--- config.mk ---
export PLATFORM = sky130hd
export DESIGN_NAME = multi_input_debounce_change_detect_flat
export DESIGN_NICKNAME = d
export VERILOG_FILES = /design/src/rtl/core/midcd_pkg.sv /design/src/rtl/core/midcd_if.sv /design/src/rtl/core/multi_input_debounce_change_detect.sv /design/src/flat_wrapper.sv
export SDC_FILE = /design/constraint.sdc
export NUM_CORES = 1
export LEC_CHECK = 0
export ABC_CLOCK_PERIOD_IN_PS = 2450
export BUFFER_PORTS_ARGS = -buffer_cell sky130_fd_sc_hd__clkbuf_2
export CORE_UTILIZATION = 45
export CTS_CLUSTER_DIAMETER = 40
export CTS_CLUSTER_SIZE = 30
export DETAILED_ROUTE_END_ITERATION = 16
export PLACE_DENSITY = 0.66
export SLEW_MARGIN = 40
export SYNTH_ARGS = -nofsm -noshare
export SYNTH_HDL_FRONTEND = slang
export SYNTH_SLANG_ARGS = --single-unit
--- constraint.sdc ---
create_clock -name clock -period 2.45 [get_ports clock]
set_input_delay 0.245 -clock clock [delete_from_list [all_inputs] [get_ports clock]]
set_output_delay 0.245 -clock clock [all_outputs]
set_load 0.02 [all_outputs]
--- src/rtl/core/midcd_pkg.sv ---
package midcd_pkg;

   // Fixed field widths of the scan and event channels.
   localparam int SAMPLE_W = 8;
   localparam int CHAN_W   = 3;
   localparam int HIST_W   = 8;

   // Only the first MAX_LANES channels have a sample bit in a scan.
   localparam int MAX_LANES = 8;

   // Defaults for the top-level parameters.
   localparam int CHANNELS_DEFAULT       = 8;
   localparam int STABLE_SAMPLES_DEFAULT = 5;

   typedef logic [SAMPLE_W-1:0] samples_type;
   typedef logic [CHAN_W-1:0]   channel_type;
   typedef logic [HIST_W-1:0]   history_type;

endpackage

--- src/rtl/core/midcd_if.sv ---
interface midcd_req_if;
   logic                   valid;
   logic                   ready;
   midcd_pkg::samples_type samples;

   modport source (output valid, output samples, input ready);
   modport sink   (input valid, input samples, output ready);
endinterface

interface midcd_rsp_if;
   logic                   valid;
   logic                   ready;
   midcd_pkg::channel_type channel;
   logic                   level;
   logic                   last;

   modport source (output valid, output channel, output level, output last, input ready);
   modport sink   (input valid, input channel, input level, input last, output ready);
endinterface

--- src/rtl/core/multi_input_debounce_change_detect.sv ---
// Multi-channel shift-register debouncer with change detection. Each request
// carries one scan: one raw sample bit per input. On acceptance every channel
// shifts its sample into an 8-bit history, and a channel whose history goes
// from the rise pattern's "almost stable" byte to its "stable" byte while its
// debounced level is low rises; the mirror-image byte pair with the level high
// makes it fall. The full byte is compared, so a change is only recognised on
// that exact pattern. Each change flips the debounced level and yields one
// event (channel, new level), delivered in ascending channel order with the
// final event of the scan marked by last. A scan without changes leaves
// nothing behind, so such scans may arrive every cycle. A scan with N
// changes, at most 8, occupies the event serialiser until all N events have
// left it (one event per cycle when the consumer keeps ready high); the next
// scan is accepted in the same cycle as the previous scan's final event leaves
// the serialiser. Channels at index 8 and above never receive a sample bit and
// therefore never change; they hold no storage.
module multi_input_debounce_change_detect #(
   parameter int CHANNELS       = midcd_pkg::CHANNELS_DEFAULT,
   parameter int STABLE_SAMPLES = midcd_pkg::STABLE_SAMPLES_DEFAULT
) (
   input  logic        clock,
   input  logic        reset,
   midcd_req_if.sink   req_bus,
   midcd_rsp_if.source rsp_bus
);

   // Channels that can actually see a sample bit.
   localparam int LANES   = (CHANNELS < midcd_pkg::MAX_LANES) ? CHANNELS
                                                              : midcd_pkg::MAX_LANES;
   localparam int LANE_W  = (LANES > 1) ? $clog2(LANES) : 1;
   localparam int HIST_W  = midcd_pkg::HIST_W;

   // Rise: the history was STABLE_SAMPLES-1 ones and becomes STABLE_SAMPLES
   // ones. Fall: the byte-wise complements of both.
   localparam logic [HIST_W-1:0] RISE_OLD = HIST_W'((1 << (STABLE_SAMPLES - 1)) - 1);
   localparam logic [HIST_W-1:0] RISE_NEW = HIST_W'((1 << STABLE_SAMPLES) - 1);
   localparam logic [HIST_W-1:0] FALL_OLD = ~RISE_OLD;
   localparam logic [HIST_W-1:0] FALL_NEW = ~RISE_NEW;

   // Per-channel sample history and debounced level.
   midcd_pkg::history_type hist_ff [LANES];
   midcd_pkg::history_type hist_in [LANES];
   logic [LANES-1:0]       deb_ff;
   logic [LANES-1:0]       deb_in;

   // Events of the scan being serialised: which channels changed, and the
   // new level of every channel.
   logic [LANES-1:0]       pend_mask_ff;
   logic [LANES-1:0]       pend_mask_in;
   logic [LANES-1:0]       pend_level_ff;
   logic [LANES-1:0]       pend_level_in;

   // Output register holding one event.
   logic                   rsp_valid_ff;
   logic                   rsp_valid_in;
   midcd_pkg::channel_type rsp_channel_ff;
   midcd_pkg::channel_type rsp_channel_in;
   logic                   rsp_level_ff;
   logic                   rsp_level_in;
   logic                   rsp_last_ff;
   logic                   rsp_last_in;

   logic [LANES-1:0]       change;
   logic [LANES-1:0]       rest;
   logic [LANE_W-1:0]      sel;
   logic                   req_take;
   logic                   out_free;
   logic                   move;

   // Change detection for the scan on offer.
   always_comb begin
      midcd_pkg::history_type nxt;
      for (int k = 0; k < LANES; k++) begin
         nxt       = {hist_ff[k][HIST_W-2:0], req_bus.samples[k]};
         change[k] = ((hist_ff[k] == RISE_OLD) && (nxt == RISE_NEW) && !deb_ff[k]) ||
                     ((hist_ff[k] == FALL_OLD) && (nxt == FALL_NEW) &&  deb_ff[k]);
         hist_in[k] = req_take ? nxt : hist_ff[k];
      end
   end

   // Lowest pending channel goes out first.
   always_comb begin
      sel = '0;
      for (int k = LANES - 1; k >= 0; k--) begin
         if (pend_mask_ff[k]) begin
            sel = LANE_W'(k);
         end
      end
   end

   assign rest     = pend_mask_ff & (pend_mask_ff - LANES'(1));
   assign out_free = !rsp_valid_ff || rsp_bus.ready;
   assign move     = out_free && (pend_mask_ff != '0);

   // A new scan may enter once the current one has nothing left after this
   // cycle's transfer.
   assign req_bus.ready = (pend_mask_ff == '0) || (move && (rest == '0));
   assign req_take      = req_bus.valid && req_bus.ready;

   always_comb begin
      deb_in        = req_take ? (deb_ff ^ change) : deb_ff;
      pend_level_in = req_take ? (deb_ff ^ change) : pend_level_ff;
      if (req_take) begin
         pend_mask_in = change;
      end else if (move) begin
         pend_mask_in = rest;
      end else begin
         pend_mask_in = pend_mask_ff;
      end

      rsp_channel_in = rsp_channel_ff;
      rsp_level_in   = rsp_level_ff;
      rsp_last_in    = rsp_last_ff;
      if (move) begin
         rsp_valid_in   = 1'b1;
         rsp_channel_in = midcd_pkg::CHAN_W'(sel);
         rsp_level_in   = pend_level_ff[sel];
         rsp_last_in    = (rest == '0);
      end else if (rsp_bus.ready) begin
         rsp_valid_in = 1'b0;
      end else begin
         rsp_valid_in = rsp_valid_ff;
      end
   end

   always_ff @(posedge clock) begin
      if (reset) begin
         for (int k = 0; k < LANES; k++) begin
            hist_ff[k] <= '0;
         end
         deb_ff       <= '0;
         pend_mask_ff <= '0;
         rsp_valid_ff <= 1'b0;
      end else begin
         for (int k = 0; k < LANES; k++) begin
            hist_ff[k] <= hist_in[k];
         end
         deb_ff       <= deb_in;
         pend_mask_ff <= pend_mask_in;
         rsp_valid_ff <= rsp_valid_in;
      end
   end

   always_ff @(posedge clock) begin
      pend_level_ff  <= pend_level_in;
      rsp_channel_ff <= rsp_channel_in;
      rsp_level_ff   <= rsp_level_in;
      rsp_last_ff    <= rsp_last_in;
   end

   assign rsp_bus.valid   = rsp_valid_ff;
   assign rsp_bus.channel = rsp_channel_ff;
   assign rsp_bus.level   = rsp_level_ff;
   assign rsp_bus.last    = rsp_last_ff;

endmodule

--- src/flat_wrapper.sv ---
// flat-port wrapper written by rule: the top's interface ports become plain ports
module multi_input_debounce_change_detect_flat 
#(
   parameter int CHANNELS       = midcd_pkg::CHANNELS_DEFAULT,
   parameter int STABLE_SAMPLES = midcd_pkg::STABLE_SAMPLES_DEFAULT
)
  (clock, reset, req_bus_valid, req_bus_samples, req_bus_ready, rsp_bus_valid, rsp_bus_channel, rsp_bus_level, rsp_bus_last, rsp_bus_ready);
  midcd_req_if req_bus_i ();
  midcd_rsp_if rsp_bus_i ();
  input  logic clock;
  input  logic reset;
  input wire logic [$bits(req_bus_i.valid)-1:0] req_bus_valid;
  input wire logic [$bits(req_bus_i.samples)-1:0] req_bus_samples;
  output wire logic [$bits(req_bus_i.ready)-1:0] req_bus_ready;
  output wire logic [$bits(rsp_bus_i.valid)-1:0] rsp_bus_valid;
  output wire logic [$bits(rsp_bus_i.channel)-1:0] rsp_bus_channel;
  output wire logic [$bits(rsp_bus_i.level)-1:0] rsp_bus_level;
  output wire logic [$bits(rsp_bus_i.last)-1:0] rsp_bus_last;
  input wire logic [$bits(rsp_bus_i.ready)-1:0] rsp_bus_ready;
  assign req_bus_i.valid = req_bus_valid;
  assign req_bus_i.samples = req_bus_samples;
  assign req_bus_ready = req_bus_i.ready;
  assign rsp_bus_valid = rsp_bus_i.valid;
  assign rsp_bus_channel = rsp_bus_i.channel;
  assign rsp_bus_level = rsp_bus_i.level;
  assign rsp_bus_last = rsp_bus_i.last;
  assign rsp_bus_i.ready = rsp_bus_ready;
  multi_input_debounce_change_detect #(.CHANNELS(CHANNELS), .STABLE_SAMPLES(STABLE_SAMPLES)) u_core (.clock(clock), .reset(reset), .req_bus(req_bus_i), .rsp_bus(rsp_bus_i));
endmodule
==> flow_summary.json, run 1 <==
{
  "synth_cell_type_count": 48,
  "clk_pin_slew_worst_paths_ns": 0.09,
  "syn_inst": 432,
  "layout-drive-gt1-share_pct": 16.12,
  "diodes": 0,
  "numCtsBuffers": 9,
  "post-route-util_pct": 52.56,
  "yosysWarnings": 0,
  "gp_congestion": 0.8455,
  "synth_edf_count": 13,
  "reg2reg_to": "u_core.pend_mask_ff[6]$_SDFFE_PP0P_",
  "cts_hold_buffers": 0,
  "violations": "DRC",
  "row_count": 34,
  "worstSetupStartpointType": "flop",
  "pwr-share-clk_pct": 37.7,
  "rsz0062_at_grt": "no",
  "syn-num-nets": 444,
  "p_int_mw": 2.177,
  "worst-slew-pin-transition_ns": 0.6710,
  "reg2reg_setup_slack_ns": 0.13,
  "synth.avg_cell_area_um2": 9.607,
  "yosys-top-cells-count": "81 x dfxtp_1, 66 x nand2_1, 55 x mux2i_1",
  "start_util_pct": 47.13,
  "leakage_nw": 1.928,
  "fin_crit_sh_pct": 95.95,
  "dp_hpwl_mm": 5.802,
  "drtIter0Drc": 164,
  "io_buffers": 18,
  "cts_sinks": 94,
  "p_switching_mw": 0.6728,
  "power_frac_comb_pct": 6.0,
  "finClkSkew_ns": 0.01163,
  "max_stage_delay_ns": 0.54,
  "status": "complete, but fails checks",
  "syn_area_um2": 4150,
  "die-height_um": 98.04,
  "first_global_vias": 3072,
  "clock_path_buffers": 2,
  "yosysMostFrequentCell": "dfxtp_1",
  "fp.coreArea_um2": 8806,
  "final.setup.tns_ns": 0,
  "cp_max_fo": 7,
  "cts_max_level": 3,
  "synth-async-reset-ratio_pct": 0,
  "synth_top_area_cell": "dfxtp_1",
  "r2r-start": "u_core.pend_mask_ff[0]$_SDFFE_PP0P_",
  "grt_usage_pct": 19.04,
  "ant_nets": 0,
  "hold_viol_final": 0,
  "routed-via-count": 3236,
  "wire_per_inst_um": 15.15,
  "wl_mm": 8.589,
  "design_area_um2": 4628,
  "cp_slowest_cell": "or4_1",
  "dpl-instance-area_um2": 4389,
  "ir_drop_mv": 0.2682,
  "cap_violations": 0,
  "drc": 3,
  "crit_start": "u_core.pend_mask_ff[0]$_SDFFE_PP0P_",
  "viasPerCell": 5.707,
  "worstRegToRegCells": 6,
  "critPathKind": "reg -> out",
  "power_mw": 2.850,
  "die_w_um": 98.04,
  "setup_violations": 0,
  "die-area_um2": 9611,
  "clockRootBuffer": "clkbuf_8",
  "cp-end-kind": "output pin",
  "slew_viol_final": 0,
  "ys_ff_latch": 94,
  "min_period_ns": 2.351,
  "hp-class": "in -> reg",
  "final_net_count": 466,
  "worstPathArrival_ns": 2.11,
  "seqPwrFrac_pct": 56.3,
  "required_ns": 2.20,
  "grt-ovfl-total": 0,
  "switching_share_pct": 23.61,
  "grt_start_max_net_pins": 56,
  "cp-endpoint": "req_bus_ready",
  "seq_area_frac_synth_pct": 48.48,
  "timing.fmax_mhz": 425.4,
  "grt_pass1_wl_mm": 14.46,
  "ys.flop_type": "dfxtp_1",
  "area_delta_synth_final_pct": 11.52,
  "synthTopCellsByArea": "dfxtp_1 39%, mux2i_1 13%, edfxtp_1 9.4%",
  "insertion_delay_ns": 0.35,
  "cts_tree": "yes",
  "antenna_found_initial": 0,
  "cp_cell_sequence": "or4_1, o21a_2, o22a_1, nor2_2, a21o_1, buf_4",
  "p_per_area_nw_per_um2": 615.8,
  "io_pins": 19,
  "slew_headroom_pct": 53.98,
  "synth_top_area_share_pct": 39.07,
  "dr.pass1.iters": 11
}
==> cell type report <==
type                            instances  area, um^2
Clock inverter                          4       31.28
Inverter                               13       48.80
Tap cell                              108       135.1
Timing Repair Buffer                   35       245.2
Multi-Input combinational cell        301        1967
Sequential cell                        94        2013
Clock buffer                           12       187.7
Fill cell                             808        4178
==> per-layer routing <==
layer | up-vias | global-route usage (%) | share of wire (%)
met5 | - | 0 | 0
met4 | 0 | 7.692 | 0.69
met3 | 4 | 4.152 | 5.4
met2 | 69 | 31.37 | 47
met1 | 1523 | 24.24 | 47
li1 | 1640 | - | -
==> stage by stage <==
| stage | hold slack (ns) | setup slack [ns] | cells |
|---|---|---|---|
| 6_report | 0.1490 | 0.09913 | 567 |
| 5_1_grt | 0.1271 | 0.01546 | 567 |
| 4_1_cts | 0.1284 | 0.01734 | 566 |
| 3_5_place_dp | 0.4769 | 0.08803 | 550 |
| 3_3_place_gp | 0.4680 | 0.09989 | 550 |
| 2_1_floorplan | 0.3476 | 0.01037 | 432 |
==> timing repair <==
action,4_1_cts,5_1_grt
gates resized for setup,1,5
pin swaps,0,1
buffers inserted,0,1
endpoints found under the setup margin,1,7
==> critical path, delay by kind of cell (launching register included) <==
kind | cells | cell delay (ns)
AOI/OAI and AO/OA | 3 | 0.59
buffers and inverters | 1 | 0.13
DFF | 1 | 0.36
and+or+nand+nor | 2 | 0.67
==> kinds of logic (layout without fill, tap and decap cells) <==
kind of cell | Yosys count | in the layout | synth area share (%)
buffers and inverters | 37 | 64 | 4.341
flip-flops | 94 | 94 | 48.48
AO/OA/AOI/OAI | 71 | 71 | 11.76
adder cells (fa/ha/maj) | 1 | 1 | 0.2412
multiplexers | 56 | 56 | 13.54
AND/OR/NAND/NOR | 173 | 173 | 21.65
==> state kept, by name, summed over array words and instances (netlist names) <==
| signal | count |
|---|---|
| u_core.rsp_bus.level | 1 |
| u_core.pend_level_ff | 8 |
| u_core.rsp_bus.channel | 3 |
| u_core.rsp_bus.valid | 1 |
| u_core.rsp_bus.last | 1 |
| u_core.hist_ff | 64 |
| u_core.deb_ff | 8 |
| u_core.pend_mask_ff | 8 |
==> power groups by stage <==
stage               clock network (mW)  registers [mW]  logic (mW)
finish                            1.08            1.61       0.170
global route                      1.18            1.61       0.185
CTS                               1.10            1.61       0.171
detailed placement                   0            1.64       0.171
global placement                     0            1.64       0.169
floorplan                            0            1.64       0.120
==> placed cells by master, fill, tap and decap left out, drive strengths merged, types with 2 or more instances in the layout <==
cell     n
nand3   13
clkbuf  29
nor4    10
o21ai   20
o32ai    2
nand2   66
o31ai    5
buf     18
dfxtp   81
or2      2
a21oi   16
or3      2
nand4   14
a31o    10
edfxtp  13
and3     4
o211ai   2
nor2    19
a21o     4
a211oi   2
inv     15
mux2i   55
or4      8
and4     4
o311ai   3
nor3    19
nor4bb   6
nand2b   2
==> worst min path at each step <==
stage,from,to,slack (ns),cells past startpoint
global placement,u_core.deb_ff[4]$_SDFFE_PP0P_,u_core.deb_ff[4]$_SDFFE_PP0P_,0.47,2
global route,req_bus_samples[0],u_core.hist_ff[0][0]$_SDFFE_PP0P_,0.13,2
detailed placement,u_core.deb_ff[2]$_SDFFE_PP0P_,u_core.deb_ff[2]$_SDFFE_PP0P_,0.48,2
floorplan,reset,u_core.pend_mask_ff[0]$_SDFFE_PP0P_,0.35,1
finish,req_bus_samples[0],u_core.hist_ff[0][0]$_SDFFE_PP0P_,0.15,2
CTS,req_bus_samples[0],u_core.hist_ff[0][0]$_SDFFE_PP0P_,0.13,2
Note: power is estimated with default switching activity, not from simulation.
==> run 2: changes to the inputs <==
==> constraint.sdc (replaced) <==
create_clock -name clock -period 2.45 [get_ports clock]
set_input_delay 0.1225 -clock clock [delete_from_list [all_inputs] [get_ports clock]]
set_output_delay 0.1225 -clock clock [all_outputs]
set_load 0.02 [all_outputs]
==> flow_summary.json, run 2 (synthesis gave the netlist of run 1 again) <==
{
  "dr.pass1.iters": 10,
  "final_net_count": 464,
  "cap_violations": 0,
  "io_buffers": 18,
  "cts_sinks": 94,
  "clk_pin_slew_worst_paths_ns": 0.09,
  "io_pins": 19,
  "wl_mm": 8.552,
  "leakage_nw": 1.904,
  "fin_crit_sh_pct": 94.86,
  "timing.fmax_mhz": 430.3,
  "ant_nets": 0,
  "routed-via-count": 3257,
  "die-height_um": 98.04,
  "wire_per_inst_um": 15.14,
  "rsz0062_at_grt": "no",
  "dp_hpwl_mm": 5.615,
  "violations": "DRC",
  "worst-slew-pin-transition_ns": 0.5634,
  "worstPathArrival_ns": 2.36,
  "grt-ovfl-total": 0,
  "slew_viol_final": 0,
  "first_global_vias": 3145,
  "slew_headroom_pct": 62.12,
  "fp.coreArea_um2": 8806,
  "setup_violations": 0,
  "insertion_delay_ns": 0.36,
  "cp-end-kind": "flop",
  "die_w_um": 98.04,
  "die-area_um2": 9611,
  "area_delta_synth_final_pct": 10.49,
  "drtIter0Drc": 103,
  "dpl_worst_slack_ns": 0.05831,
  "power_mw": 2.774,
  "p_per_area_nw_per_um2": 605.0,
  "top_register": "u_core.hist_ff",
  "cp_max_fo": 49,
  "antenna_found_initial": 0,
  "worstSetupStartpointType": "flop",
  "clock_path_buffers": 2,
  "fill_cells": 798,
  "required_ns": 2.49,
  "grt_usage_pct": 19.22,
  "post-route-util_pct": 52.07,
  "cts_hold_buffers": 0,
  "cts_max_level": 3,
  "layout_setup_ws_ns": 0.1258,
  "final.setup.tns_ns": 0,
  "largest_register_ffs": 64,
  "start_util_pct": 47.13,
  "whs_ns": 0.01979,
  "ir_drop_mv": 0.2468,
  "layout_commonest_cell": "dfxtp_1",
  "viasPerCell": 5.765,
  "clockRootBuffer": "clkbuf_8",
  "layout-drive-gt1-share_pct": 15.32,
  "drc": 3,
  "grt_pass1_wl_mm": 14.81,
  "numCtsBuffers": 9,
  "min_period_ns": 2.324,
  "hold_viol_final": 0,
  "gp_congestion": 0.8198,
  "critPathKind": "reg -> reg",
  "grt_start_max_net_pins": 56,
  "status": "complete, but fails checks",
  "diodes": 0,
  "finClkSkew_ns": 0.007952,
  "final_cell_mix": "81 x dfxtp_1, 66 x nand2_1, 54 x mux2i_1",
  "hp-class": "in -> reg",
  "cts_tree": "yes",
  "row_count": 34
}
## run 2: area by class of cell
type	instances	area [um^2]	area share (%)
Sequential cell	94	2012	43.87
Multi-Input combinational cell	301	1969	42.95
Timing Repair Buffer	33	227.7	4.966
Clock buffer	12	166.4	3.629
Tap cell	108	135.1	2.947
Inverter	13	48.80	1.064
Clock inverter	4	26.28	0.5730
## run 2: what timing repair did
action                                  CTS  global route
endpoints found under the setup margin    0             7
gates resized for setup                   0             3
endpoints found under the hold margin     0             0
buffers inserted                          0             0
## run 2: metrics by stage
step	cells	cell area (um^2)
final	565	4586
after global routing	565	4586
after global placement	549	4382
after CTS	565	4574
after floorplan	432	4150
after detailed placement	549	4382
## run 2: where the power goes
part | total, mW | internal [mW] | leakage [nW] | switching, mW
Combinational | 0.170 | 0.0626 | 1.00 | 0.107
Clock | 0.999 | 0.461 | 0.102 | 0.538
Sequential | 1.61 | 1.59 | 0.801 | 0.0189
## run 2: worst paths after layout
| check | slack, ns | from | cells past startpoint | endpoint |
|---|---|---|---|---|
| max | 0.13 | u_core.pend_mask_ff[0]$_SDFFE_PP0P_ | 6 | u_core.pend_level_ff[6]$_DFFE_PP_ |
| min | 0.02 | req_bus_samples[2] | 2 | u_core.hist_ff[0][16]$_SDFFE_PP0P_ |
| max reg2reg | 0.13 | u_core.pend_mask_ff[0]$_SDFFE_PP0P_ | 6 | u_core.pend_level_ff[6]$_DFFE_PP_ |
| min reg2reg | 0.49 | u_core.hist_ff[0][59]$_SDFFE_PP0P_ | 2 | u_core.hist_ff[0][59]$_SDFFE_PP0P_ |
## run 2: per-layer routing
metal	GRT usage [%]	share of wire, %
met4	7.809	1.8
met1	25.26	48
met5	0	0
met2	31.20	47
met3	3.508	3.0
## run 2: worst max-delay path: stages, from the launching register on
cell and delay, ns:
dfxtp_1 0.37, or4_1 0.57, o21a_1 0.26, nor4_4 0.30, nor2_2 0.09, inv_2 0.09, buf_12 0.28
